--- src/assert_macros.svh ---
// ---------------------------------------------------------------------------
// Assertion macros
// Shared concurrent assertion forms for the cosine similarity score unit.
// ---------------------------------------------------------------------------
`ifndef ASSERT_MACROS_SVH
`define ASSERT_MACROS_SVH

// condition holds at every clock edge outside reset
`define CSIM_ASSERT(lbl, ck, rn, cond) \
  lbl: assert property (@(posedge ck) disable iff (!rn) (cond)) \
    else $error("csim assertion failed");

// consequent holds whenever the antecedent holds
`define CSIM_ASSERT_IMP(lbl, ck, rn, ante, cons) \
  lbl: assert property (@(posedge ck) disable iff (!rn) (ante) |-> (cons)) \
    else $error("csim assertion failed");

`endif

--- src/csim_pkg.sv ---
// ---------------------------------------------------------------------------
// csim_pkg
// Types and constants shared by the cosine similarity score unit.
// ---------------------------------------------------------------------------
package csim_pkg;

  localparam int ELEM_BITS   = 16;
  localparam int PROD_BITS   = 2 * ELEM_BITS;
  localparam int SQ_BITS     = 2 * ELEM_BITS - 1;
  localparam int DOT_BITS    = 38;
  localparam int NORM_BITS   = 37;
  localparam int SCORE_BITS  = 13;
  localparam int SCORE_SCALE = 2500;
  localparam int SCALE_BITS  = 12;
  localparam int MAG_BITS    = DOT_BITS;
  localparam int OPND_BITS   = MAG_BITS + SCALE_BITS;
  localparam int WIDE_BITS   = 2 * OPND_BITS;
  localparam int ROOT_BITS   = 12;
  localparam int ROOT_IDX    = $clog2(ROOT_BITS);
  localparam int AB_SHIFT    = 2 * (ROOT_BITS - 1);

  localparam int QUEUE_DEPTH = 2;
  localparam int QPTR_BITS   = $clog2(QUEUE_DEPTH);
  localparam int QCNT_BITS   = $clog2(QUEUE_DEPTH + 1);

  typedef struct packed {
    logic signed [ELEM_BITS-1:0] element_a;
    logic signed [ELEM_BITS-1:0] element_b;
    logic                        last_element;
  } in_t;

  typedef struct packed {
    logic signed [SCORE_BITS-1:0] similarity;
    logic                         zero_norm;
  } out_t;

  typedef struct packed {
    logic [DOT_BITS-1:0]  dot;
    logic [NORM_BITS-1:0] norm_a;
    logic [NORM_BITS-1:0] norm_b;
  } job_t;

  typedef struct packed {
    logic                 start;
    logic [OPND_BITS-1:0] mcand;
    logic [OPND_BITS-1:0] mplier;
  } mul_req_t;

  typedef struct packed {
    logic                 done;
    logic [WIDE_BITS-1:0] product;
  } mul_rsp_t;

endpackage

--- src/csim_front.sv ---
// ---------------------------------------------------------------------------
// csim_front
// Two-stage accumulator: registers the element products, then adds them
// into the running sums and hands a finished vector to the job queue.
// ---------------------------------------------------------------------------
module csim_front (
  input  logic           clk,
  input  logic           rst_n,
  input  logic           push,
  output logic           full,
  input  csim_pkg::in_t  in_data,
  output logic           job_push,
  output csim_pkg::job_t job_data,
  input  logic           job_full
);
  import csim_pkg::*;

  logic                        vld_r;
  logic                        last_r;
  logic signed [PROD_BITS-1:0] prod_dot_r;
  logic [SQ_BITS-1:0]          sq_a_r;
  logic [SQ_BITS-1:0]          sq_b_r;
  logic [DOT_BITS-1:0]         dot_sum_r;
  logic [NORM_BITS-1:0]        norm_a_sum_r;
  logic [NORM_BITS-1:0]        norm_b_sum_r;

  logic                        stall;
  logic                        accept;
  logic signed [PROD_BITS-1:0] prod_dot;
  logic signed [PROD_BITS-1:0] prod_aa;
  logic signed [PROD_BITS-1:0] prod_bb;
  logic [DOT_BITS-1:0]         dot_nxt;
  logic [NORM_BITS-1:0]        norm_a_nxt;
  logic [NORM_BITS-1:0]        norm_b_nxt;

  always_comb begin
    stall    = vld_r & last_r & job_full;
    full     = stall;
    accept   = push & ~stall;
    prod_dot = PROD_BITS'(in_data.element_a) * PROD_BITS'(in_data.element_b);
    prod_aa  = PROD_BITS'(in_data.element_a) * PROD_BITS'(in_data.element_a);
    prod_bb  = PROD_BITS'(in_data.element_b) * PROD_BITS'(in_data.element_b);
    dot_nxt  = dot_sum_r + {{(DOT_BITS-PROD_BITS){prod_dot_r[PROD_BITS-1]}}, prod_dot_r};
    norm_a_nxt = norm_a_sum_r + {{(NORM_BITS-SQ_BITS){1'b0}}, sq_a_r};
    norm_b_nxt = norm_b_sum_r + {{(NORM_BITS-SQ_BITS){1'b0}}, sq_b_r};
    job_push        = vld_r & last_r & ~job_full;
    job_data.dot    = dot_nxt;
    job_data.norm_a = norm_a_nxt;
    job_data.norm_b = norm_b_nxt;
  end

  always_ff @(posedge clk) begin
    if (!rst_n) begin
      vld_r        <= 1'b0;
      dot_sum_r    <= '0;
      norm_a_sum_r <= '0;
      norm_b_sum_r <= '0;
    end else begin
      if (!stall) begin
        vld_r <= accept;
      end
      if (vld_r && !stall) begin
        // clear the sums once the last pair has gone to the queue
        if (last_r) begin
          dot_sum_r    <= '0;
          norm_a_sum_r <= '0;
          norm_b_sum_r <= '0;
        end else begin
          dot_sum_r    <= dot_nxt;
          norm_a_sum_r <= norm_a_nxt;
          norm_b_sum_r <= norm_b_nxt;
        end
      end
    end
  end

  always_ff @(posedge clk) begin
    if (accept) begin
      last_r     <= in_data.last_element;
      prod_dot_r <= prod_dot;
      sq_a_r     <= prod_aa[SQ_BITS-1:0];
      sq_b_r     <= prod_bb[SQ_BITS-1:0];
    end
  end

endmodule

--- config.mk ---
export PLATFORM = sky130hd
export DESIGN_NAME = csim_front
export DESIGN_NICKNAME = d
export VERILOG_FILES = /design/src/assert_macros.svh /design/src/csim_pkg.sv /design/src/csim_front.sv
export SDC_FILE = /design/constraint.sdc
export NUM_CORES = 2
export LEC_CHECK = 0
export BUFFER_PORTS_ARGS = -buffer_cell sky130_fd_sc_hd__buf_2
export CAP_MARGIN = 5
export CORE_MARGIN = 4
export CORE_UTILIZATION = 62
export DETAILED_ROUTE_END_ITERATION = 6
export PLACE_DENSITY = 0.8
export SLEW_MARGIN = 20
export SYNTH_ARGS = -nofsm -noshare
export SYNTH_HDL_FRONTEND = slang
export SYNTH_SLANG_ARGS = --single-unit
--- constraint.sdc ---
create_clock -name clk -period 11.9 [get_ports clk]
set_clock_uncertainty 0.2 [all_clocks]
set_input_delay 1.19 -clock clk [delete_from_list [all_inputs] [get_ports clk]]
set_output_delay 1.19 -clock clk [all_outputs]
set_load 0.005 [all_outputs]
==> impl_metrics.py <==
metrics = {
    "timing": {
        "tns_ns": 0,
        "fmax_ghz": 0.118,
        "rsz0062_at_grt": "no",
        "fin_crit_ns": 8.51,
        "hold_violations": 0,
        "final_max_slew_viol_count": 0,
        "fin_crit_sh_pct": 71.5,
        "tightest_slew_ns": 1.10,
        "slew-limit-headroom_pct": 24.5,
        "finalSetupViolCount": 0,
    },
    "drt": {
        "dr.pass1.iters": 6,
        "ant_nets": 0,
        "via_per_inst": 5.64,
        "wl_met2_mm": 42.4,
        "wl_mm": 89.1,
        "routedWlPerCell_um": 17.5,
        "route.detailed.drc": 0,
        "dr_total_vias": 28700,
        "wl_met3_mm": 6.98,
        "detail_route.wirelength.met1_mm": 36.5,
        "highest_layer": "met5",
        "first_iter_violations": 1845,
    },
    "grt": {
        "grt_start_max_net_pins": 63,
        "antenna_found_initial": 3,
        "grt_pass1_vias": 30300,
        "grt_use_total_pct": 27.4,
        "overflow": 0,
        "grt_pass1_wl_mm": 149,
    },
    "synth": {
        "synth_seq_area_share_pct": 13.0,
        "synth_edf_count": 93,
        "yosys.area.top_type": "fa_1",
        "synthSimpleGateAreaFrac_pct": 12.1,
        "yosys.area_share.adder_pct": 48.6,
        "synth_top_family_by_area": "adder cells",
        "yosysWarnings": 0,
        "synthFlopType": "dfxtp_1",
        "synth.avg_cell_area_um2": 9.31,
        "synth_compound_area_share_pct": 10.5,
        "synthArstFlopShare_pct": 0,
        "ys_seq_elements": 206,
        "synth_area_leaders": "fa_1 37%, ha_1 11%, inv_1 9.2%",
        "muxShareOfSynthArea_pct": 0.0579,
        "synth_top_area_share_pct": 37.1,
        "synth-xor-area-share_pct": 5.09,
        "synth_fp_nets": 5288,
        "yosysUniqueCellTypes": 83,
        "syn_inst": 4174,
        "syn-cell-area_um2": 38900,
    },
    "clock_tree": {
        "cts_buffers": 25,
        "ctsHtreeMaxLevel": 1,
        "holdBufCountCts": 0,
        "clk_latency_ns": 0.56,
        "cts_sinks": 206,
        "postCtsSetupBuffers": 0,
        "clockRootBuffer": "clkbuf_16",
        "cts-resized-gates": 0,
        "clk_pin_slew_ns": 0.06,
        "cts_tree": "yes",
        "clockBufferDepth": 3,
    },
    "setup_path": {
        "cp_max_fo": 27,
        "arrival_ns": 8.60,
        "cp.depth": 24,
        "required_ns": 11.99,
        "crit_top_cell": "fa_1",
        "crit_path_end_kind": "register",
        "crit_family": "adder cells",
        "r2r_end": "norm_b_sum_r[33]$_SDFFE_PN0P_",
        "slowest_delay_ns": 0.98,
        "crit_slowest_cell": "a2111oi_0",
        "crit_type": "input pin to register",
        "path_cells": "buf_2 > clkinv_1 > nor2_1 > ha_1 > xor2_1 > fa_1 > fa_1 > inv_1 > fa_1 > fa_1 > inv_1 > fa_1 > inv_1 > ha_1 > and3_1 > a21oi_1 > o21ai_0 > a2111oi_0 > nor3_1 > nor2_1 > a31oi_1 > a211o_1 > a21oi_1 > xnor2_1",
        "ff2ff_setup_slack_ns": 8.07,
        "critPathBufInv": 5,
        "setup.worst_path.start_class": "input pin",
        "r2r_start": "sq_b_r[2]$_DFFE_PP_",
        "reg2reg_depth": 11,
    },
    "floorplan": {
        "io-pin-count": 151,
        "start_util_pct": 62.9,
        "rows": 91,
        "die_y_um": 258,
        "core_area_um2": 61800,
        "die_w_um": 258,
        "die_area_um2": 66800,
    },
    "flow_run": {
        "maxCapViolations": 0,
    },
    "placement": {
        "hpwl_mm": 70.0,
        "portBuffers": 150,
        "place_congestion": 0.880,
    },
    "layout": {
        "drive_above_1_share_pct": 5.92,
        "nets": 5337,
        "final_common_cell": "inv_1",
        "layout_common_cells": "954 x inv_1, 720 x fa_1, 357 x ha_1",
        "area_growth_pct": 5.80,
    },
    "run_status": {
        "status": "finished, final reports clean",
    },
    "hold_path": {
        "hold_path.class": "register to register",
        "hp-start": "norm_b_sum_r[2]$_SDFFE_PN0P_",
        "min_to": "norm_b_sum_r[2]$_SDFFE_PN0P_",
        "whs_path_depth": 2,
    },
}
-- sequential cells by signal, indices dropped and copies added, names as in the netlist --
register      count
prod_dot_r       32
norm_a_sum_r     37
norm_b_sum_r     37
last_r            1
dot_sum_r        38
vld_r             1
sq_b_r           30
sq_a_r           30
-- cell families (layout without fill, tap and decap cells) --
kind of cell | count (synthesis) | count (layout)
simple gates | 969 | 969
xor+xnor | 226 | 226
mux | 2 | 2
other cells | 0 | 3
compound gates | 592 | 592
buf+inv | 1102 | 1170
flops | 206 | 206
fa+ha+maj | 1077 | 1077
-- stage by stage --
stage                     utilization (%)  instance area, um2  std cells  hold WS, ns  setup slack [ns]
after floorplan                         -               38900       4174        0.245              4.31
after global placement               65.1               40200       5033        0.253              3.36
after detailed placement             65.1               40200       5033        0.264              3.01
after CTS                            66.5               41100       5079        0.271              3.57
after global routing                 66.5               41100       5081        0.304              3.00
final                                66.5               41100       5082        0.271              3.39
-- metal layers --
layer  vias up  track usage (%)
met5         -                0
met4         2             9.21
met3       162             4.01
met2      1010             45.2
met1     14400             37.6
li1      13100                -
-- area by class of cell --
class,count,area [um2]
multi-input combinational,2866,29700
clock inverter,13,160
clock buffer,33,708
fill,4926,20700
tap,837,1050
sequential,206,5050
inverter,961,3610
antenna,3,7.51
timing repair buffer,163,848
-- Yosys cell counts, drive strengths merged, types with 13 or more instances --
master  instances
o21ai          85
a21o           91
dfxtp         113
nand3b         16
nand4          17
edfxtp         93
xnor2         163
nor2          195
a31oi          13
o21a           24
ha            357
nor3           26
fa            720
inv           956
nand2         353
nand3          29
nor2b          79
a22oi          61
and2          172
a21oi         152
xor2           63
a211oi         16
a21boi         15
o21bai         30
a22o           29
clkbuf        133
nand2b         20
and3           26
-- worst max path at each step --
stage | startpoint | to
floorplan | in_data[8] | prod_dot_r[31]$_DFFE_PP_
global placement | in_data[20] | sq_a_r[29]$_DFFE_PP_
detailed placement | in_data[20] | sq_a_r[29]$_DFFE_PP_
CTS | in_data[20] | sq_a_r[29]$_DFFE_PP_
global route | in_data[20] | sq_a_r[29]$_DFFE_PP_
finish | in_data[20] | sq_a_r[29]$_DFFE_PP_
-- worst min-delay path: cells and delay by family, from the launching register on --
kind,cells,cell delay [ns]
AND/OR/NAND/NOR,1,0.05
AO/OA/AOI/OAI,1,0.06
flip-flops,1,0.31
Power is left out: the tool's default activity adds up to more than one toggle a clock period on the data nets, which glitch-free logic cannot reach.
