$ cat src/assert_macros.svh
// ---------------------------------------------------------------------------
// Assertion macros
// Shared concurrent assertion forms for the cosine similarity score unit.
// ---------------------------------------------------------------------------
`ifndef ASSERT_MACROS_SVH
`define ASSERT_MACROS_SVH

// condition holds at every clock edge outside reset
`define CSIM_ASSERT(lbl, ck, rn, cond) \
  lbl: assert property (@(posedge ck) disable iff (!rn) (cond)) \
    else $error("csim assertion failed");

// consequent holds whenever the antecedent holds
`define CSIM_ASSERT_IMP(lbl, ck, rn, ante, cons) \
  lbl: assert property (@(posedge ck) disable iff (!rn) (ante) |-> (cons)) \
    else $error("csim assertion failed");

`endif

$ cat src/csim_pkg.sv
// ---------------------------------------------------------------------------
// csim_pkg
// Types and constants shared by the cosine similarity score unit.
// ---------------------------------------------------------------------------
package csim_pkg;

  localparam int ELEM_BITS   = 16;
  localparam int PROD_BITS   = 2 * ELEM_BITS;
  localparam int SQ_BITS     = 2 * ELEM_BITS - 1;
  localparam int DOT_BITS    = 38;
  localparam int NORM_BITS   = 37;
  localparam int SCORE_BITS  = 13;
  localparam int SCORE_SCALE = 2500;
  localparam int SCALE_BITS  = 12;
  localparam int MAG_BITS    = DOT_BITS;
  localparam int OPND_BITS   = MAG_BITS + SCALE_BITS;
  localparam int WIDE_BITS   = 2 * OPND_BITS;
  localparam int ROOT_BITS   = 12;
  localparam int ROOT_IDX    = $clog2(ROOT_BITS);
  localparam int AB_SHIFT    = 2 * (ROOT_BITS - 1);

  localparam int QUEUE_DEPTH = 2;
  localparam int QPTR_BITS   = $clog2(QUEUE_DEPTH);
  localparam int QCNT_BITS   = $clog2(QUEUE_DEPTH + 1);

  typedef struct packed {
    logic signed [ELEM_BITS-1:0] element_a;
    logic signed [ELEM_BITS-1:0] element_b;
    logic                        last_element;
  } in_t;

  typedef struct packed {
    logic signed [SCORE_BITS-1:0] similarity;
    logic                         zero_norm;
  } out_t;

  typedef struct packed {
    logic [DOT_BITS-1:0]  dot;
    logic [NORM_BITS-1:0] norm_a;
    logic [NORM_BITS-1:0] norm_b;
  } job_t;

  typedef struct packed {
    logic                 start;
    logic [OPND_BITS-1:0] mcand;
    logic [OPND_BITS-1:0] mplier;
  } mul_req_t;

  typedef struct packed {
    logic                 done;
    logic [WIDE_BITS-1:0] product;
  } mul_rsp_t;

endpackage

$ cat src/csim_mul.sv
// ---------------------------------------------------------------------------
// csim_mul
// Shift-add multiplier, one multiplier bit per cycle, stops early once the
// remaining multiplier bits are all zero.
// ---------------------------------------------------------------------------
module csim_mul (
  input  logic               clk,
  input  logic               rst_n,
  input  csim_pkg::mul_req_t req,
  output csim_pkg::mul_rsp_t rsp
);
  import csim_pkg::*;

  logic                 busy_r;
  logic [WIDE_BITS-1:0] acc_r;
  logic [WIDE_BITS-1:0] mcand_r;
  logic [OPND_BITS-1:0] mplier_r;

  always_comb begin
    rsp.done    = busy_r & (mplier_r == '0);
    rsp.product = acc_r;
  end

  always_ff @(posedge clk) begin
    if (!rst_n) begin
      busy_r <= 1'b0;
    end else if (req.start) begin
      busy_r <= 1'b1;
    end else if (busy_r && mplier_r == '0) begin
      busy_r <= 1'b0;
    end
  end

  always_ff @(posedge clk) begin
    if (req.start) begin
      acc_r    <= '0;
      mcand_r  <= {{(WIDE_BITS-OPND_BITS){1'b0}}, req.mcand};
      mplier_r <= req.mplier;
    end else if (busy_r && mplier_r != '0) begin
      if (mplier_r[0]) begin
        acc_r <= acc_r + mcand_r;
      end
      mcand_r  <= mcand_r << 1;
      mplier_r <= mplier_r >> 1;
    end
  end

endmodule

$ cat src/csim_back.sv
// ---------------------------------------------------------------------------
// csim_back
// Scoring engine: forms A*B and (2500*|dot|)^2 on the shared multiplier,
// finds the 12-bit root bit by bit with shift-add updates, applies the sign
// and clamp, and holds the score in an output register.
// ---------------------------------------------------------------------------
`include "assert_macros.svh"

module csim_back (
  input  logic           clk,
  input  logic           rst_n,
  input  logic           job_empty,
  input  csim_pkg::job_t job_data,
  output logic           job_pop,
  output logic           empty,
  input  logic           pop,
  output csim_pkg::out_t out_data
);
  import csim_pkg::*;

  typedef enum logic [7:0] {
    S_IDLE   = 8'b0000_0001,
    S_MUL_AB = 8'b0000_0010,
    S_MUL_C  = 8'b0000_0100,
    S_MUL_R  = 8'b0000_1000,
    S_SQ_ADD = 8'b0001_0000,
    S_SQ_CMP = 8'b0010_0000,
    S_SCORE  = 8'b0100_0000,
    S_DONE   = 8'b1000_0000
  } state_t;

  state_t                state_r;
  logic                  start_r;
  logic [OPND_BITS-1:0]  mcand_r;
  logic [OPND_BITS-1:0]  mplier_r;
  mul_rsp_t              rsp;
  logic                  neg_r;
  logic [WIDE_BITS-1:0]  r_r;
  logic [WIDE_BITS-1:0]  x_r;
  logic [WIDE_BITS-1:0]  yk_r;
  logic [WIDE_BITS-1:0]  abs_r;
  logic [WIDE_BITS-1:0]  t_r;
  logic [ROOT_BITS-1:0]  root_r;
  logic [ROOT_IDX-1:0]   bit_r;
  out_t                  res_r;
  out_t                  out_r;
  logic                  out_vld_r;

  mul_req_t              mul_req;
  logic                  neg_in;
  logic [MAG_BITS-1:0]   mag_in;
  logic                  zero_in;
  logic                  fit;
  logic [WIDE_BITS-1:0]  yk_upd;
  logic                  exact;
  logic [SCORE_BITS-1:0] ceil_root;
  logic [SCORE_BITS-1:0] clamped;
  logic [SCORE_BITS-1:0] score;
  logic                  load_out;

  csim_mul u_mul (
    .clk   (clk),
    .rst_n (rst_n),
    .req   (mul_req),
    .rsp   (rsp)
  );

  always_comb begin
    mul_req = '{start: start_r, mcand: mcand_r, mplier: mplier_r};
    job_pop = (state_r == S_IDLE) & ~job_empty;
    neg_in  = job_data.dot[DOT_BITS-1];
    mag_in  = neg_in ? (~job_data.dot + MAG_BITS'(1)) : job_data.dot;
    zero_in = (job_data.norm_a == '0) | (job_data.norm_b == '0);

    fit    = (t_r <= r_r);
    yk_upd = fit ? (yk_r + (abs_r << 1)) : yk_r;

    // negative dot: round the root up unless the square matches exactly
    exact     = (x_r == r_r);
    ceil_root = {1'b0, root_r} + SCORE_BITS'(neg_r & ~exact);
    clamped   = (ceil_root > SCORE_BITS'(SCORE_SCALE)) ? SCORE_BITS'(SCORE_SCALE)
                                                       : ceil_root;
    score     = neg_r ? (SCORE_BITS'(0) - clamped) : clamped;

    load_out = (state_r == S_DONE) & (~out_vld_r | pop);
    empty    = ~out_vld_r;
    out_data = out_r;
  end

  always_ff @(posedge clk) begin
    if (!rst_n) begin
      state_r   <= S_IDLE;
      start_r   <= 1'b0;
      out_vld_r <= 1'b0;
    end else begin
      start_r <= 1'b0;
      case (state_r)
        S_IDLE: begin
          if (!job_empty) begin
            if (zero_in) begin
              state_r <= S_DONE;
            end else begin
              start_r <= 1'b1;
              state_r <= S_MUL_AB;
            end
          end
        end
        S_MUL_AB: begin
          if (rsp.done) begin
            start_r <= 1'b1;
            state_r <= S_MUL_C;
          end
        end
        S_MUL_C: begin
          if (rsp.done) begin
            start_r <= 1'b1;
            state_r <= S_MUL_R;
          end
        end
        S_MUL_R: begin
          if (rsp.done) begin
            state_r <= S_SQ_ADD;
          end
        end
        S_SQ_ADD: begin
          state_r <= S_SQ_CMP;
        end
        S_SQ_CMP: begin
          state_r <= (bit_r == '0) ? S_SCORE : S_SQ_ADD;
        end
        S_SCORE: begin
          state_r <= S_DONE;
        end
        S_DONE: begin
          if (load_out) begin
            state_r <= S_IDLE;
          end
        end
        default: begin
          state_r <= S_IDLE;
        end
      endcase

      if (load_out) begin
        out_vld_r <= 1'b1;
      end else if (pop) begin
        out_vld_r <= 1'b0;
      end
    end
  end

  always_ff @(posedge clk) begin
    case (state_r)
      S_IDLE: begin
        neg_r    <= neg_in;
        res_r    <= '{similarity: '0, zero_norm: 1'b1};
        mcand_r  <= {{(OPND_BITS-NORM_BITS){1'b0}}, job_data.norm_a};
        mplier_r <= {{(OPND_BITS-NORM_BITS){1'b0}}, job_data.norm_b};
        // hold the magnitude in x_r until the scaling multiply
        x_r      <= {{(WIDE_BITS-MAG_BITS){1'b0}}, mag_in};
      end
      S_MUL_AB: begin
        if (rsp.done) begin
          abs_r    <= rsp.product << AB_SHIFT;
          mcand_r  <= x_r[OPND_BITS-1:0];
          mplier_r <= OPND_BITS'(SCORE_SCALE);
        end
      end
      S_MUL_C: begin
        if (rsp.done) begin
          mcand_r  <= rsp.product[OPND_BITS-1:0];
          mplier_r <= rsp.product[OPND_BITS-1:0];
        end
      end
      S_MUL_R: begin
        if (rsp.done) begin
          r_r    <= rsp.product;
          x_r    <= '0;
          yk_r   <= '0;
          root_r <= '0;
          bit_r  <= ROOT_IDX'(ROOT_BITS - 1);
        end
      end
      S_SQ_ADD: begin
        t_r <= x_r + yk_r + abs_r;
      end
      S_SQ_CMP: begin
        // keep the trial bit when its square still fits
        if (fit) begin
          x_r           <= t_r;
          root_r[bit_r] <= 1'b1;
        end
        yk_r  <= yk_upd >> 1;
        abs_r <= abs_r >> 2;
        bit_r <= bit_r - ROOT_IDX'(1);
      end
      S_SCORE: begin
        res_r <= '{similarity: score, zero_norm: 1'b0};
      end
      S_DONE: begin
        if (load_out) begin
          out_r <= res_r;
        end
      end
      default: begin
      end
    endcase
  end

  `CSIM_ASSERT_IMP(a_b_zero_score, clk, rst_n, out_vld_r && out_r.zero_norm,
                   out_r.similarity == '0)
  `CSIM_ASSERT_IMP(a_b_score_range, clk, rst_n, out_vld_r,
                   ($signed(out_r.similarity) <= $signed(SCORE_BITS'(SCORE_SCALE))) &&
                   ($signed(out_r.similarity) >= -$signed(SCORE_BITS'(SCORE_SCALE))))

endmodule

$ cat config.mk
export PLATFORM = sky130hd
export DESIGN_NAME = csim_back
export DESIGN_NICKNAME = d
export VERILOG_FILES = /design/src/csim_pkg.sv /design/src/csim_mul.sv /design/src/csim_back.sv
export VERILOG_INCLUDE_DIRS = /design/src /design/src/src
export SDC_FILE = /design/constraint.sdc
export NUM_CORES = 2
export LEC_CHECK = 0
export BUFFER_PORTS_ARGS = -buffer_cell sky130_fd_sc_hd__buf_4
export CORE_MARGIN = 2
export CORE_UTILIZATION = 60
export CTS_CLUSTER_SIZE = 20
export DETAILED_ROUTE_END_ITERATION = 10
export GPL_TIMING_DRIVEN = 0
export HOLD_SLACK_MARGIN = 0.02
export PLACE_DENSITY = 0.81
export SLEW_MARGIN = 5
export SYNTH_ARGS = -nofsm -noshare
export SYNTH_HDL_FRONTEND = slang
export SYNTH_SLANG_ARGS = --single-unit
$ cat constraint.sdc
create_clock -name clk -period 15.5 [get_ports clk]
set_input_delay 3.1 -clock clk [delete_from_list [all_inputs] [get_ports clk]]
set_output_delay 3.1 -clock clk [all_outputs]
set_load 0.02 [all_outputs]
==> results.txt <==
The post-route total power is 7.94 mW. Entering global routing, the biggest net connects 62 pins. After technology mapping, the gate count stands at 6036. Count of cells along the worst register-to-register path: 14. Dividing the detail-routed wire length by the instance count gives 27.5 um.

The count of pins over their slew limit was 42. The tools report the capturing element of the worst setup path as root_r[11]$_SDFFCE_PN0P_. The detailed router finished its first iteration with 7260 violations. In this run, synthesis inferred 744 flip-flops with an integrated enable. Along the worst path, the maximum fanout reaches 12. The netlist area before placement was 0.0592 mm2; the ratio of cells with drive above 1 in the final layout was 7.55%. The worst relative slew slack is -7.51%, and the routed wire length is 211000 um.

The vertical die dimension works out to 318 um. The number of hold-slack violations in the final timing report was 0; the net count reported at finish was 6917. The relative area change from synthesis to final layout is 11.4%.

CTS placed an instance of clkbuf_16 at the clock tree root. After synthesis, the largest family of logic cells by area is compound AO/OA/AOI/OAI gates. For the count of distinct cell types in the synthesized netlist, the log shows 86. The checks that failed: capacitance limit, slew limit. The most used flip-flop cell after synthesis is edfxtp_1. The share of synthesized area in the top cell type comes to 37.7%. The remaining number of nets flagged by the antenna check after routing was 0.

The post-synthesis register bit count works out to 905. TritonCTS built the clock tree. After detailed routing, the number of vias per cell comes to 6.62. Global routing used 40.8% of the available tracks. Once the clock tree was built, the setup fixing pass inserted 0 buffers.

In this run the critical register-to-register path is launched from r_r[7]$_DFFE_PP_. The analysis attributes to net switching a power of 2.77 mW. After legalization and detailed placement, the total HPWL measured 165000 um. The actual slew at the worst max-slew pin was 1.61 ns. Worst-case vdd ir drop: 114 uV. The min-delay analysis places its worst path in the category register to register. The effective utilization at floorplan was 60.3%.

For the H-tree level count, the log shows 3. Setup repair after global routing left no endpoint under its margin. The start point of the critical path was r_r[7]$_DFFE_PP_. In the synthesized netlist the async set-or-reset flop fraction comes to 0%. The routed layout has 50900 vias. The total die area was 0.101 mm2. The number of remaining DRC errors was 0. The clock latency at the later pin of the worst-skew pair came out at 0.73 ns. Routability-driven placement finished with a final weighted congestion of 1.12. The number of gates resized after CTS was 0. The endpoint type of the worst setup path is a register.

For the accumulated negative setup slack, the log shows 0 ns. The count of buffers added on input and output ports is 131. The setup path with the least slack is of type register to register.

Row generation in the floorplan step produced 115 rows. Across the run, the number of max-cap violations was 5. Synthesis produced a netlist with a net count of 6657. For the logic gate share of total power, the log shows 25.6%. The longest clock path from root to sink contains 3 buffers.

In this run the static leakage power is 26.3 nW. The number of buffers created by CTS is 103, and the final setup violation count is 0. The most area-hungry cell type in the Yosys netlist was edfxtp_1.

The cell internal power dissipation was 5.17 mW; the simple-gate portion of the synthesized area was 15.0%. The logs give 306000 um for the global-route wire length before repair and 0 for the total of warnings raised by yosys. Sequential cells burn 41.8% of the power. Measured along the x axis, the die boundary spans 318 um. STA puts the critical path data arrival time at 8.41 ns. For the instance area at placement, the log shows 0.0624 mm2.

In this run the critical register-to-register path is captured at root_r[11]$_SDFFCE_PN0P_. The adder and majority cell fraction of the synthesized area is 12.0%. Sequential elements use 43.2% of the synthesized area. The post-route clock skew was 0.0375 ns. For this design the ratio of total power to cell area is 120 mW/mm2. In this run switching power makes up 34.9% of total power.

STA classifies the critical path startpoint as a register. The final critical delay including setup and external delays is 8.07 ns. Pin placement for this block handled 132 I/O pins.

Maximum frequency from static timing analysis: 124 MHz. The number of hold-repair buffers added at the cts stage is 0, and the final cycle utilization of the critical path is 52.1%. Averaged over all synthesized cells, the footprint is 9.81 um2. After clock tree synthesis, the clock-pin slew on the worst setup and hold paths is 0.06 ns. In the post-synthesis netlist, the biggest area contributors are edfxtp_1 (38%), ha_1 (8.5%), nand2_1 (5.5%), dfxtp_1 (5.4%), a21oi_1 (4.5%). The critical path data required time is 15.84 ns, and the post-route cell area is 0.0660 mm2. The number of filler instances in the final layout is 7638.

Summing the areas of all xor and xnor instances in the mapped netlist gives 6.33% of the synthesized area. The multiplexer share of the synthesized area works out to 3.55%. The reg-to-reg setup timing slack was 7.43 ns; the number of global-route vias before repair was 47300.

The logs give 0.0981 mm2 for the placeable core area and 32.6% for the part of the total power dissipated in the clock network. The run gives 905 as the number of sinks driven by the clock tree. The number of antenna violations at the first check in global routing was 11; the count of TritonRoute iterations in the first routing pass was 8. After global routing the overflow that remains totals 0. The area fraction in compound gates after synthesis is 16.8%.

The run finished, with violations left.
==> area by class of cell <==
class | count | area (um2) | share of cell area (%)
clock inverter | 57 | 624 | 0.946
multi-input combinational | 4621 | 31800 | 48.2
tap | 1287 | 1610 | 2.44
buffer | 302 | 1140 | 1.73
timing repair buffer | 155 | 1460 | 2.21
antenna | 11 | 27.5 | 0.0417
inverter | 208 | 781 | 1.18
sequential | 905 | 25600 | 38.7
clock buffer | 138 | 2940 | 4.45
==> power by group through the flow <==
stage / sequential, mW / combinational [mW] / clock, mW
2_1_floorplan: 3.14 / 1.37 / 0
3_3_place_gp: 3.39 / 1.89 / 0
3_5_place_dp: 3.34 / 1.95 / 0
4_1_cts: 3.29 / 1.97 / 2.58
5_1_grt: 3.31 / 2.19 / 2.67
6_report: 3.32 / 2.04 / 2.59
==> metrics by stage <==
stage          instances  hold slack (ns)  setup WS [ns]  util (%)
2_1_floorplan       6036            0.400           4.48         -
3_3_place_gp        7454            0.401          -3.18      63.0
3_5_place_dp        7478            0.405           7.82      63.6
4_1_cts             7673            0.419           7.80      67.2
5_1_grt             7673            0.438           7.67      67.2
6_report            7684            0.420           7.43      67.2
==> kinds of logic after synthesis <==
kind of cell,Yosys count
AOI/OAI and AO/OA,1580
xor gates and xnor gates,428
adders and majority gates,505
buffers and inverters,510
DFF,905
muxes,197
and+or+nand+nor,1911
==> routing by layer <==
metal | wire, um | vias to the layer above | part of all wire [%] | GRT usage (%)
li1 | - | 22500 | - | -
met1 | 81700 | 24500 | 39 | 55.3
met2 | 89800 | 3192 | 42 | 59.9
met3 | 27000 | 630 | 13 | 11.0
met4 | 12800 | 10 | 6.1 | 21.3
met5 | 59 | - | 0.028 | 0
==> placed cells by master, fill, tap and decap left out, types with 64 or more instances in the layout <==
cell,count
buf_4,131
nor3_1,64
xor2_1,194
ha_1,403
mux2_2,101
edfxtp_1,744
nor4_1,68
clkbuf_16,109
dfxtp_1,161
mux2i_1,94
nor2_1,354
o21ai_0,294
and2_1,118
a21oi_1,535
nand4_1,149
fa_1,102
xnor2_1,234
nand3_1,91
inv_1,207
o21bai_1,67
nand2_1,859
clkbuf_1,295
a21o_1,285
==> registers in the layout, indices dropped and copies added, names as in the netlist, 8 cells and up <==
name and cells:
r_r 100, x_r 100, root_r 12, mplier_r 50, state_r 8, abs_r 100, res_r 14, out_data 14
u_mul.acc_r 100, u_mul.mcand_r 100, t_r 100, mcand_r 50, yk_r 99, u_mul.mplier_r 50
==> synth_stat cells, types with 18 or more instances <==
master	number
nand2_1	861
edfxtp_1	744
a21oi_1	535
ha_1	403
nor2_1	358
o21ai_0	295
a21o_1	285
clkbuf_1	283
xnor2_1	234
inv_1	207
xor2_1	194
dfxtp_1	161
nand4_1	149
and2_1	118
fa_1	102
mux2_2	101
mux2i_1	94
nand3_1	91
nor4_1	68
o21bai_1	67
nor3_1	65
nor2b_1	49
a211oi_1	44
nand2b_1	41
o21a_1	36
o31ai_1	35
a22oi_1	34
a22o_1	33
a31oi_1	25
a21boi_0	23
and3_1	23
a221oi_1	21
or3_1	21
o211ai_1	20
buf_1	18
==> worst max-delay path: stages, from the launching register on <==
cell	delay [ns]
edfxtp_1	0.41
inv_1	0.10
ha_1	0.26
and3_1	0.18
a221o_1	0.36
a221oi_1	0.29
a21oi_1	0.13
o31a_1	0.37
a2111oi_0	1.21
o22ai_1	0.78
nor2_1	0.37
clkbuf_1	0.99
nor2_2	0.47
clkbuf_1	0.69
nor3_2	1.05
==> worst min-delay path by stage <==
stage,start,cells after the start,slack [ns],end
final,res_r[12]$_SDFFCE_PN0P_,0,0.42,out_data[12]$_DFFE_PP_
after global placement,res_r[12]$_SDFFCE_PN0P_,0,0.40,out_data[12]$_DFFE_PP_
after global routing,res_r[12]$_SDFFCE_PN0P_,0,0.44,out_data[12]$_DFFE_PP_
after CTS,res_r[12]$_SDFFCE_PN0P_,0,0.42,out_data[12]$_DFFE_PP_
after detailed placement,res_r[11]$_SDFFCE_PN0P_,0,0.40,out_data[11]$_DFFE_PP_
after floorplan,res_r[0]$_DFFE_PP_,0,0.40,out_data[0]$_DFFE_PP_
Power figures use the tool's default switching activity.
