[src/assert_macros.svh]
// ---------------------------------------------------------------------------
// Assertion macros
// Shared concurrent assertion forms for the cosine similarity score unit.
// ---------------------------------------------------------------------------
`ifndef ASSERT_MACROS_SVH
`define ASSERT_MACROS_SVH

// condition holds at every clock edge outside reset
`define CSIM_ASSERT(lbl, ck, rn, cond) \
  lbl: assert property (@(posedge ck) disable iff (!rn) (cond)) \
    else $error("csim assertion failed");

// consequent holds whenever the antecedent holds
`define CSIM_ASSERT_IMP(lbl, ck, rn, ante, cons) \
  lbl: assert property (@(posedge ck) disable iff (!rn) (ante) |-> (cons)) \
    else $error("csim assertion failed");

`endif

[src/csim_pkg.sv]
// ---------------------------------------------------------------------------
// csim_pkg
// Types and constants shared by the cosine similarity score unit.
// ---------------------------------------------------------------------------
package csim_pkg;

  localparam int ELEM_BITS   = 16;
  localparam int PROD_BITS   = 2 * ELEM_BITS;
  localparam int SQ_BITS     = 2 * ELEM_BITS - 1;
  localparam int DOT_BITS    = 38;
  localparam int NORM_BITS   = 37;
  localparam int SCORE_BITS  = 13;
  localparam int SCORE_SCALE = 2500;
  localparam int SCALE_BITS  = 12;
  localparam int MAG_BITS    = DOT_BITS;
  localparam int OPND_BITS   = MAG_BITS + SCALE_BITS;
  localparam int WIDE_BITS   = 2 * OPND_BITS;
  localparam int ROOT_BITS   = 12;
  localparam int ROOT_IDX    = $clog2(ROOT_BITS);
  localparam int AB_SHIFT    = 2 * (ROOT_BITS - 1);

  localparam int QUEUE_DEPTH = 2;
  localparam int QPTR_BITS   = $clog2(QUEUE_DEPTH);
  localparam int QCNT_BITS   = $clog2(QUEUE_DEPTH + 1);

  typedef struct packed {
    logic signed [ELEM_BITS-1:0] element_a;
    logic signed [ELEM_BITS-1:0] element_b;
    logic                        last_element;
  } in_t;

  typedef struct packed {
    logic signed [SCORE_BITS-1:0] similarity;
    logic                         zero_norm;
  } out_t;

  typedef struct packed {
    logic [DOT_BITS-1:0]  dot;
    logic [NORM_BITS-1:0] norm_a;
    logic [NORM_BITS-1:0] norm_b;
  } job_t;

  typedef struct packed {
    logic                 start;
    logic [OPND_BITS-1:0] mcand;
    logic [OPND_BITS-1:0] mplier;
  } mul_req_t;

  typedef struct packed {
    logic                 done;
    logic [WIDE_BITS-1:0] product;
  } mul_rsp_t;

endpackage

[src/csim_queue.sv]
// ---------------------------------------------------------------------------
// csim_queue
// Short job queue between the accumulator and the scoring engine.
// ---------------------------------------------------------------------------
`include "assert_macros.svh"

module csim_queue (
  input  logic           clk,
  input  logic           rst_n,
  input  logic           push,
  input  csim_pkg::job_t push_data,
  output logic           full,
  input  logic           pop,
  output csim_pkg::job_t pop_data,
  output logic           empty
);
  import csim_pkg::*;

  job_t                 entry_r [QUEUE_DEPTH];
  logic [QPTR_BITS-1:0] wr_ptr_r;
  logic [QPTR_BITS-1:0] rd_ptr_r;
  logic [QCNT_BITS-1:0] cnt_r;
  logic                 do_push;
  logic                 do_pop;

  function automatic logic [QPTR_BITS-1:0] ptr_inc(input logic [QPTR_BITS-1:0] p);
    if (p == QPTR_BITS'(QUEUE_DEPTH - 1)) begin
      return '0;
    end
    return p + QPTR_BITS'(1);
  endfunction

  always_comb begin
    full     = (cnt_r == QCNT_BITS'(QUEUE_DEPTH));
    empty    = (cnt_r == '0);
    do_push  = push & ~full;
    do_pop   = pop & ~empty;
    pop_data = entry_r[rd_ptr_r];
  end

  always_ff @(posedge clk) begin
    if (!rst_n) begin
      wr_ptr_r <= '0;
      rd_ptr_r <= '0;
      cnt_r    <= '0;
    end else begin
      if (do_push) begin
        wr_ptr_r <= ptr_inc(wr_ptr_r);
      end
      if (do_pop) begin
        rd_ptr_r <= ptr_inc(rd_ptr_r);
      end
      if (do_push && !do_pop) begin
        cnt_r <= cnt_r + QCNT_BITS'(1);
      end else if (do_pop && !do_push) begin
        cnt_r <= cnt_r - QCNT_BITS'(1);
      end
    end
  end

  always_ff @(posedge clk) begin
    if (do_push) begin
      entry_r[wr_ptr_r] <= push_data;
    end
  end

  `CSIM_ASSERT(a_q_cnt_bound, clk, rst_n, cnt_r <= QCNT_BITS'(QUEUE_DEPTH))
  `CSIM_ASSERT_IMP(a_q_no_push_full, clk, rst_n, push, !full)

endmodule

[config.mk]
export PLATFORM = sky130hd
export DESIGN_NAME = csim_queue
export DESIGN_NICKNAME = d
export VERILOG_FILES = /design/src/csim_pkg.sv /design/src/csim_queue.sv
export VERILOG_INCLUDE_DIRS = /design/src /design/src/src
export SDC_FILE = /design/constraint.sdc
export NUM_CORES = 1
export LEC_CHECK = 0
export BUFFER_PORTS_ARGS = -buffer_cell sky130_fd_sc_hd__buf_2
export CAP_MARGIN = 15
export CORE_MARGIN = 4
export CORE_UTILIZATION = 47
export CTS_CLUSTER_SIZE = 16
export DETAILED_ROUTE_END_ITERATION = 10
export GPL_TIMING_DRIVEN = 0
export PLACE_DENSITY = 0.76
export SETUP_SLACK_MARGIN = 0.05
export SLEW_MARGIN = 30
export SYNTH_ARGS = -nofsm -noshare
export SYNTH_HDL_FRONTEND = slang
export SYNTH_SLANG_ARGS = --single-unit
export TNS_END_PERCENT = 20
[constraint.sdc]
create_clock -name clk -period 5.1 [get_ports clk]
set_input_delay 0.255 -clock clk [delete_from_list [all_inputs] [get_ports clk]]
set_output_delay 0.255 -clock clk [all_outputs]
set_load 0.01 [all_outputs]
==> results of run 1 <==
[registers in the layout, summed over array words and instances, names as in the netlist, named ones only]
register	count
entry_r	224
rd_ptr_r	1
wr_ptr_r	1
cnt_r	2
[power by group through the flow]
stage	sequential, W	clock, W	combinational [W]
6_report	0.00242	0.00164	0.00142
5_1_grt	0.00244	0.00177	0.00153
4_1_cts	0.00242	0.00167	0.00143
3_5_place_dp	0.00246	0	0.00135
3_3_place_gp	0.00249	0	0.00126
2_1_floorplan	0.00247	0	0.000810
[cell usage after synthesis (2+ instances only)]
master and count:
inv_1 2, buf_6 2, buf_4 7, xnor2_1 2, nor2_1 2, and2_1 3
buf_2 3, mux2_2 112, dfxtp_1 5, edfxtp_1 224
[worst max-delay path, stage by stage, from the launching register on]
cell,delay (ns)
dfxtp_1,0.37
buf_4,0.25
buf_4,0.24
mux2_2,0.36
buf_2,0.15
[cells by family after synthesis]
logic type / count (synthesis)
mux: 112
buf+inv: 14
flops: 229
simple gates: 9
xor+xnor: 3
fa+ha+maj: 1
compound gates: 5
[routing by layer]
| metal | vias to the layer above | global-route usage |
|---|---|---|
| li1 | 2237 | - |
| met1 | 2310 | 0.197 |
| met2 | 189 | 0.331 |
| met3 | 41 | 0.0434 |
| met4 | 0 | 0.0561 |
| met5 | - | 0 |
[what timing repair did]
item | in CTS | in global routing
hold buffers | 112 | 0
endpoints found under the hold margin | 224 | 0
endpoints found under the setup margin | 0 | 0
[cell type report]
class | count | area, um^2
well taps | 225 | 282
plain buffers | 12 | 90.1
multi-input cells | 130 | 1400
inverters | 2 | 7.51
fillers | 1101 | 5540
clock inverters | 9 | 124
clock buffers | 32 | 609
repair buffers | 352 | 2420
flip-flops and latches | 229 | 6830
[metrics by stage]
step	utilization	hold WS [ns]	total power, W	cell area, um^2	worst slack [ns]
2_1_floorplan	-	0.354	0.00328	8320	1.35
3_3_place_gp	0.563	0.442	0.00375	9750	0.227
3_5_place_dp	0.573	0.447	0.00381	9900	3.09
4_1_cts	0.680	0.000160	0.00553	11800	2.92
5_1_grt	0.680	0.00597	0.00574	11800	2.87
6_report	0.680	0.0195	0.00549	11800	2.99
[worst max path at each step]
stage | startpoint | endpoint | slack [ns] | depth (start not counted)
final | flop | pop_data[37] | 2.99 | 4
after global routing | flop | pop_data[32] | 2.87 | 4
after CTS | flop | pop_data[37] | 2.92 | 4
after detailed placement | cnt_r[0] | entry_r[0][13] | 3.09 | 6
after global placement | cnt_r[0] | entry_r[0][13] | 0.23 | 3
after floorplan | cnt_r[0] | entry_r[0][0] | 1.35 | 3
==> results.yml, run 1 <==
route:
  routedLengthMet1_mm: 6.51
  finalWirelength_mm: 17.9
  first_iter_violations: 153
  vias: 4777
  drc: 0
  firstDrtPassIters: 4
  viasPerCell: 4.82
  ant_nets: 0
  avgRoutedWirePerCell_um: 18.0
  top_layer: "met4"
  dr_wl_met2_mm: 9.58
  wl_met3_mm: 1.28
pwr:
  p_clk_frac: 0.299
  switchingPower_w: 0.00144
  power.internal_w: 0.00405
  seqPwrFrac: 0.441
  p_leak_nw: 4.47
  combPwrFrac: 0.259
  ir_drop_mv: 0.307
  power_density_nw_per_um2: 467
  swShare: 0.263
global_route:
  grt_max_degree: 43
  grtUsageTotal: 0.177
  grt_pass1_wl_mm: 28.0
  grt_pass1_vias: 5414
  antenna_found_initial: 0
  grt_overflow: 0
clocking:
  cts_setup_buffers: 0
  numCtsBuffers: 23
  cts.path.max_buffers: 3
  root_buffer: "clkbuf_16"
  clock-sinks: 229
  clk_pin_slew_ns: 0.06
  tritoncts: "yes"
  cts_resized: 0
  cts.htree.levels: 1
  insertion_delay_ns: 0.49
min_path:
  hold_end: "wr_ptr_r"
  min_path_cells: 2
  hp-class: "input pin to flop"
  min-delay-start: "rst_n"
run_status:
  status: "finished clean"
critical_path:
  critPathKind: "flop to output port"
  worstReg2RegStart: "cnt_r[0]"
  arrival_ns: 1.86
  cp_max_fo: 10
  cp.required_ns: 4.85
  reg2reg_to: "entry_r[0][61]"
  endpoint_kind: "output port"
  reg2reg_depth: 6
  reg2reg_slack_ns: 3.07
  startpoint_type: "flop"
sta:
  max_freq_mhz: 473
  min_period_over_period: 0.414
  slew_headroom: 0.600
  skew_ns: 0.00748
  timing_max_transition_violations_final: 0
  period_minus_slack_ns: 2.11
  worstMarginPinSlew_ns: 0.600
  hold_violations: 0
  rsz0062_at_grt: "false"
  setup_violations: 0
  tns_ns: 0
logic_synthesis:
  synth_top_area_share: 0.809
  synthSimpleGateAreaFrac: 0.00662
  yosys_warnings: 0
  syn_nets: 490
  avgSynthCellArea_um2: 22.3
  synth-adder-area-share: 0.00151
  muxShareOfSynthArea: 0.152
  synth.area.top_cells: "edfxtp_1 81%, mux2_2 15%, dfxtp_1 1.2%"
  synth_top_family_by_area: "multiplexers"
  synth_compound_area_frac: 0.00391
  yosys.area.top_type: "edfxtp_1"
  synth-seq-cells: 229
  synthCells: 373
  ys.flop_type: "edfxtp_1"
  synthArstFlopShare: 0
  ys_types: 21
  ys_seq_area_frac: 0.821
  synth-xor-area-share: 0.00316
  netlist_area_um2: 8310
  synth_edf_count: 224
die:
  rows: 48
  core_um2: 17300
  die_y_um: 141
  start_util: 0.481
  die_w_um: 141
  die-area_um2: 19900
  pin_count: 230
placed_design:
  io_buffers: 229
  dpl.hpwl_mm: 10.9
  dp.cells: 838
  gp_congestion: 0.753
finish:
  syn2layout_area_growth_pct: 41.5
  instances_no_fill: 991
  mostFrequentLayoutCell: "buf_2"
  layout-drive-gt1-share: 0.520
  layout.nets: 867
  num_antenna_cells: 0
  final_cell_mix: "232 x buf_2, 224 x edfxtp_1, 112 x mux2_2, 112 x dlygate4sd3_1, 23 x clkbuf_16"
flow_run:
  maxCapViolCount: 0
Note: power is estimated with default switching activity, not from simulation.
==> run 2, diff against run 1 <==
Settings changed: CORE_UTILIZATION 47 to 52, PLACE_DENSITY 0.76 to 0.79.
Clock period 5.1 ns to 2.2 ns, I/O delays scaled along.
==> run 2 against run 1 <==
Clock skew up 0.013 ns. Clock-buffer cell count down 4. Die area down 9.1%. Combinational power up 140%. Cell area up 0.61%. Sequential share of layout area down 0.34 points. Power up 140%.
==> results.yml, run 2 (synthesis gave the netlist of run 1 again) <==
finish:
  instances_no_fill: 978
  multi_input_area_um2: 1410
  final_cell_mix: "232 x buf_2, 224 x edfxtp_1, 114 x dlygate4sd3_1"
  layout-drive-gt1-share: 0.523
  syn2layout_area_growth_pct: 42.3
  register_area_um2: 6830
  layout.nets: 869
  largest_register_ffs: 224
  finish.utilization: 0.767
  mostFrequentLayoutCell: "buf_2"
  reg.largest.list: "entry_r x224, cnt_r x2"
  fillCellCount: 856
  regMostFlops: "entry_r"
  num_antenna_cells: 0
clocking:
  cts.path.max_buffers: 3
  tritoncts: "yes"
  clock-sinks: 229
  insertion_delay_ns: 0.51
  root_buffer: "clkbuf_16"
  clk_pin_slew_ns: 0.06
  numCtsBuffers: 23
  cts_setup_buffers: 0
  cts.htree.levels: 1
global_route:
  antenna_found_initial: 0
  grt_pass1_vias: 5505
  grt_overflow: 0
  grtUsageTotal: 0.209
  grt_max_degree: 50
  grt_pass1_wl_mm: 29.5
critical_path:
  worstReg2RegStart: "cnt_r[0]"
  slowest_stage: "dfxtp_2"
  endpoint_kind: "flop"
  crit_start: "cnt_r[0]"
  crit_top_cell: "buf_6"
  cp_max_fo: 15
  cp.required_ns: 2.39
  cp_num_cells: 7
  path_cells: "nand2b_4, inv_4, nor3_4, buf_6, buf_8, buf_6, buf_6"
  startpoint_type: "flop"
  reg2reg_slack_ns: 0.17
  cp-endpoint: "entry_r[0][65]"
  reg2reg_depth: 7
  critPathBufInv: 5
  reg2reg_to: "entry_r[0][65]"
  arrival_ns: 2.23
  critPathKind: "flop to flop"
  cp_top_family: "buffers and inverters"
  cpPeakStageDelay_ns: 0.37
sta:
  worstMarginPinSlew_ns: 0.445
  timing_max_transition_violations_final: 0
  skew_ns: 0.0205
  max_freq_mhz: 492
  slew_headroom: 0.702
  min_period_over_period: 0.923
  period_minus_slack_ns: 2.03
  rsz0062_at_grt: "false"
  setup_ws_ns: 0.168
  hold_violations: 0
  setup_violations: 0
flow_run:
  maxCapViolCount: 0
die:
  die-area_um2: 18100
  pin_count: 230
  start_util: 0.539
  die_y_um: 134
  core_um2: 15400
  die_w_um: 134
  rows: 45
route:
  viasPerCell: 5.05
  first_iter_violations: 216
  vias: 4937
  drc: 0
  avgRoutedWirePerCell_um: 19.5
  firstDrtPassIters: 4
  finalWirelength_mm: 19.0
  ant_nets: 0
pwr:
  p_leak_nw: 4.51
  ir_drop_mv: 0.786
  power_density_nw_per_um2: 1100
placed_design:
  dpl.hpwl_mm: 11.3
  gp_congestion: 0.733
  io_buffers: 229
  dp.cells: 824
  dp_slack_ns: 0.131
min_path:
  hp-class: "input pin to flop"
  min-delay-start: "pop"
run_status:
  status: "finished clean"
==> run 2: worst min-delay path, cell delays in order <==
cell and delay, ns:
buf_2 0.08, o21ai_1 0.09, xnor2_1 0.17, and2_1 0.12
==> run 2: worst min-delay path by stage <==
stage                 endpoint  cells after the start
3_5_place_dp   entry_r[1][111]                      1
4_1_cts                   flop                      4
6_report                  flop                      4
5_1_grt        entry_r[0][104]                      3
2_1_floorplan    entry_r[0][0]                      0
3_3_place_gp    entry_r[1][70]                      1
==> run 2: timing repair <==
action                                 in CTS  in global routing
setup endpoints to repair                   0                 28
endpoints found under the hold margin     229                  0
gates resized for setup                     0                  0
hold buffers                              114                  0
==> run 2: metal layers <==
layer / share of wire / global-route usage / routed length (um) / vias to the layer above
met2: 0.53 / 0.386 / 10200 / 222
met1: 0.37 / 0.243 / 7020 / 2442
met5: 0 / 0 / 0 / -
met3: 0.074 / 0.0525 / 1410 / 39
li1: - / - / - / 2234
met4: 0.024 / 0.0543 / 463 / 0
==> run 2: cell type report <==
| class | instances | area share |
|---|---|---|
| Multi-Input combinational cell | 130 | 0.119 |
| Inverter | 2 | 0.000846 |
| Timing Repair Buffer | 354 | 0.207 |
| Buffer | 12 | 0.00762 |
| Tap cell | 211 | 0.0223 |
| Clock inverter | 12 | 0.0157 |
| Sequential cell | 229 | 0.577 |
| Clock buffer | 28 | 0.0502 |
==> run 2: power by group <==
group | total [W] | switching (W) | leakage (nW) | internal [W]
sequential | 0.00564 | 0.000160 | 2.13 | 0.00548
clock | 0.00403 | 0.00153 | 0.381 | 0.00250
combinational | 0.00337 | 0.00173 | 2.00 | 0.00164
total | 0.0130 | 0.00341 | 4.51 | 0.00962
==> run 2: stage by stage <==
step	hold slack [ns]	total power, W	TNS, ns	area [um^2]
CTS	0.0679	0.0131	0	11800
finish	0.0881	0.0130	0	11800
global route	0.0888	0.0136	0	11800
detailed placement	0.302	0.00887	0	9910
global placement	0.298	0.00872	-588.24	9740
floorplan	0.209	0.00762	-327.01	8330
==> run 3, diff against run 2 <==
Settings changed: CORE_ASPECT_RATIO from default to 1.4, CORE_UTILIZATION 52 to 33, PLACE_DENSITY 0.79 to default.
==> run 3 against run 2 <==
Utilization shrank 29 points. Die area grew 54%. Via count decreased by 2.6%. Clock skew decreased by 0.0042 ns. Worst hold slack worse by 0.015 ns. Setup slack improved by 0.011 ns. Largest power group unchanged.
==> results.yml, run 3 (synthesis gave the netlist of run 1 again) <==
run_status:
  status: "finished clean"
die:
  die_w_um: 142
  die-area_um2: 27800
  die_y_um: 196
  start_util: 0.336
  core_um2: 24800
  rows: 68
  pin_count: 230
pwr:
  swShare: 0.268
  combPwrFrac: 0.268
  power.internal_w: 0.00918
  switchingPower_w: 0.00336
  p_clk_frac: 0.282
  ir_drop_mv: 0.855
  power_density_nw_per_um2: 1050
  seqPwrFrac: 0.449
  p_leak_nw: 4.49
sta:
  min_period_over_period: 0.919
  max_freq_mhz: 495
  slew_headroom: 0.686
  timing_max_transition_violations_final: 0
  period_minus_slack_ns: 2.02
  rsz0062_at_grt: "false"
  worstMarginPinSlew_ns: 0.471
  tns_ns: 0
  hold_violations: 0
  skew_ns: 0.0163
  setup_ws_ns: 0.179
  setup_violations: 0
critical_path:
  cp_num_cells: 4
  reg2reg_to: "entry_r[1][25]"
  cp.required_ns: 2.09
  critPathBufInv: 3
  cp-endpoint: "pop_data[19]"
  cp_top_family: "buffers and inverters"
  slowest_stage: "dfxtp_1"
  cpPeakStageDelay_ns: 0.41
  cp_max_fo: 10
  reg2reg_depth: 4
  endpoint_kind: "output port"
  critPathKind: "flop to output port"
  crit_top_cell: "buf_4"
  worstReg2RegStart: "cnt_r[0]"
  reg2reg_slack_ns: 0.29
  path_cells: "buf_4, buf_4, mux2_2, buf_2"
  arrival_ns: 1.91
  startpoint_type: "flop"
finish:
  instances_no_fill: 1088
  mostFrequentLayoutCell: "buf_2"
  fillCellCount: 2098
  finish.utilization: 0.480
  design_area_um2: 11900
  syn2layout_area_growth_pct: 43.1
  layout.nets: 873
  num_antenna_cells: 0
  regMostFlops: "entry_r"
  layout-drive-gt1-share: 0.520
  reg.largest.list: "entry_r x224, cnt_r x2"
  final_cell_mix: "232 x buf_2, 224 x edfxtp_1, 114 x dlygate4sd3_1"
  largest_register_ffs: 224
clocking:
  cts_resized: 0
  root_buffer: "clkbuf_16"
  numCtsBuffers: 23
  cts.htree.levels: 1
  tritoncts: "yes"
  insertion_delay_ns: 0.50
  clock-sinks: 229
  clk_pin_slew_ns: 0.06
  cts.path.max_buffers: 3
global_route:
  grtUsageTotal: 0.127
  antenna_found_initial: 0
  grt_pass1_wl_mm: 28.2
  grt_pass1_vias: 5486
  grt_max_degree: 43
  grt_overflow: 0
route:
  ant_nets: 0
  avgRoutedWirePerCell_um: 16.9
  viasPerCell: 4.42
  finalWirelength_mm: 18.4
  drc: 0
  vias: 4807
  firstDrtPassIters: 4
  first_iter_violations: 121
placed_design:
  dp_slack_ns: 0.0357
  dpl.hpwl_mm: 12.4
  dp.cells: 928
  gp_congestion: 0.717
  place_area_um2: 10000
  io_buffers: 229
min_path:
  hp-class: "input pin to flop"
  min-delay-start: "pop"
flow_run:
  maxCapViolCount: 0
## run 3: cell count changes in the layout (fill, tap and decap cells not counted), moves of 2 or more
cell	delta
buf_6	-2
clkinv_1	+5
buf_4	+3
buf_8	+2
bufinv_16	-4
## run 3: area by class of cell
| class | instances | area (um^2) | area share |
|---|---|---|---|
| buffer | 12 | 90.1 | 0.00757 |
| clock buffer | 28 | 594 | 0.0500 |
| clock inverter | 14 | 92.6 | 0.00778 |
| inverter | 2 | 10.0 | 0.000841 |
| multi-input combinational | 131 | 1410 | 0.119 |
| sequential | 229 | 6830 | 0.574 |
| tap | 315 | 394 | 0.0331 |
| timing repair buffer | 357 | 2470 | 0.208 |
## run 3: layer usage
layer	part of all wire	wire (um)	vias to the layer above	global-route usage
li1	-	-	2257	-
met5	0	0	-	0
met1	0.35	6370	2349	0.133
met3	0.068	1250	28	0.0307
met4	0.022	399	0	0.0381
met2	0.56	10400	173	0.245
## run 3: power by group through the flow
stage	clock network, W	registers [W]	logic (W)
final	0.00354	0.00563	0.00336
after global routing	0.00387	0.00568	0.00364
after CTS	0.00367	0.00564	0.00343
after detailed placement	0	0.00572	0.00322
after global placement	0	0.00578	0.00300
after floorplan	0	0.00573	0.00189
## run 3: how the worst min path moves through the flow
stage                           to  cells past startpoint  slack, ns
floorplan            entry_r[0][0]                      0       0.21
global placement     entry_r[0][0]                      1       0.30
detailed placement  entry_r[0][46]                      1       0.30
CTS                       rd_ptr_r                      4       0.04
global route              rd_ptr_r                      4       0.11
finish                    rd_ptr_r                      4       0.07
## run 3: repair_timing
item                                    4_1_cts  5_1_grt
pin swaps                                     1        1
hold buffers                                114        0
setup buffers                                 3        0
endpoints found under the setup margin       10       37
hold endpoints to repair                    229        0
gates cloned                                  0        1
## run 3: tightest hold or removal path, cell delays in order
cell and delay, ns:
buf_2 0.07, o21ai_1 0.08, xnor2_1 0.16, and2_1 0.11
## run 3: stage by stage
stage / power [W] / hold WS, ns
after floorplan: 0.00762 / 0.209
after detailed placement: 0.00894 / 0.303
final: 0.0125 / 0.0727
after global routing: 0.0132 / 0.112
after CTS: 0.0127 / 0.0419
after global placement: 0.00879 / 0.298
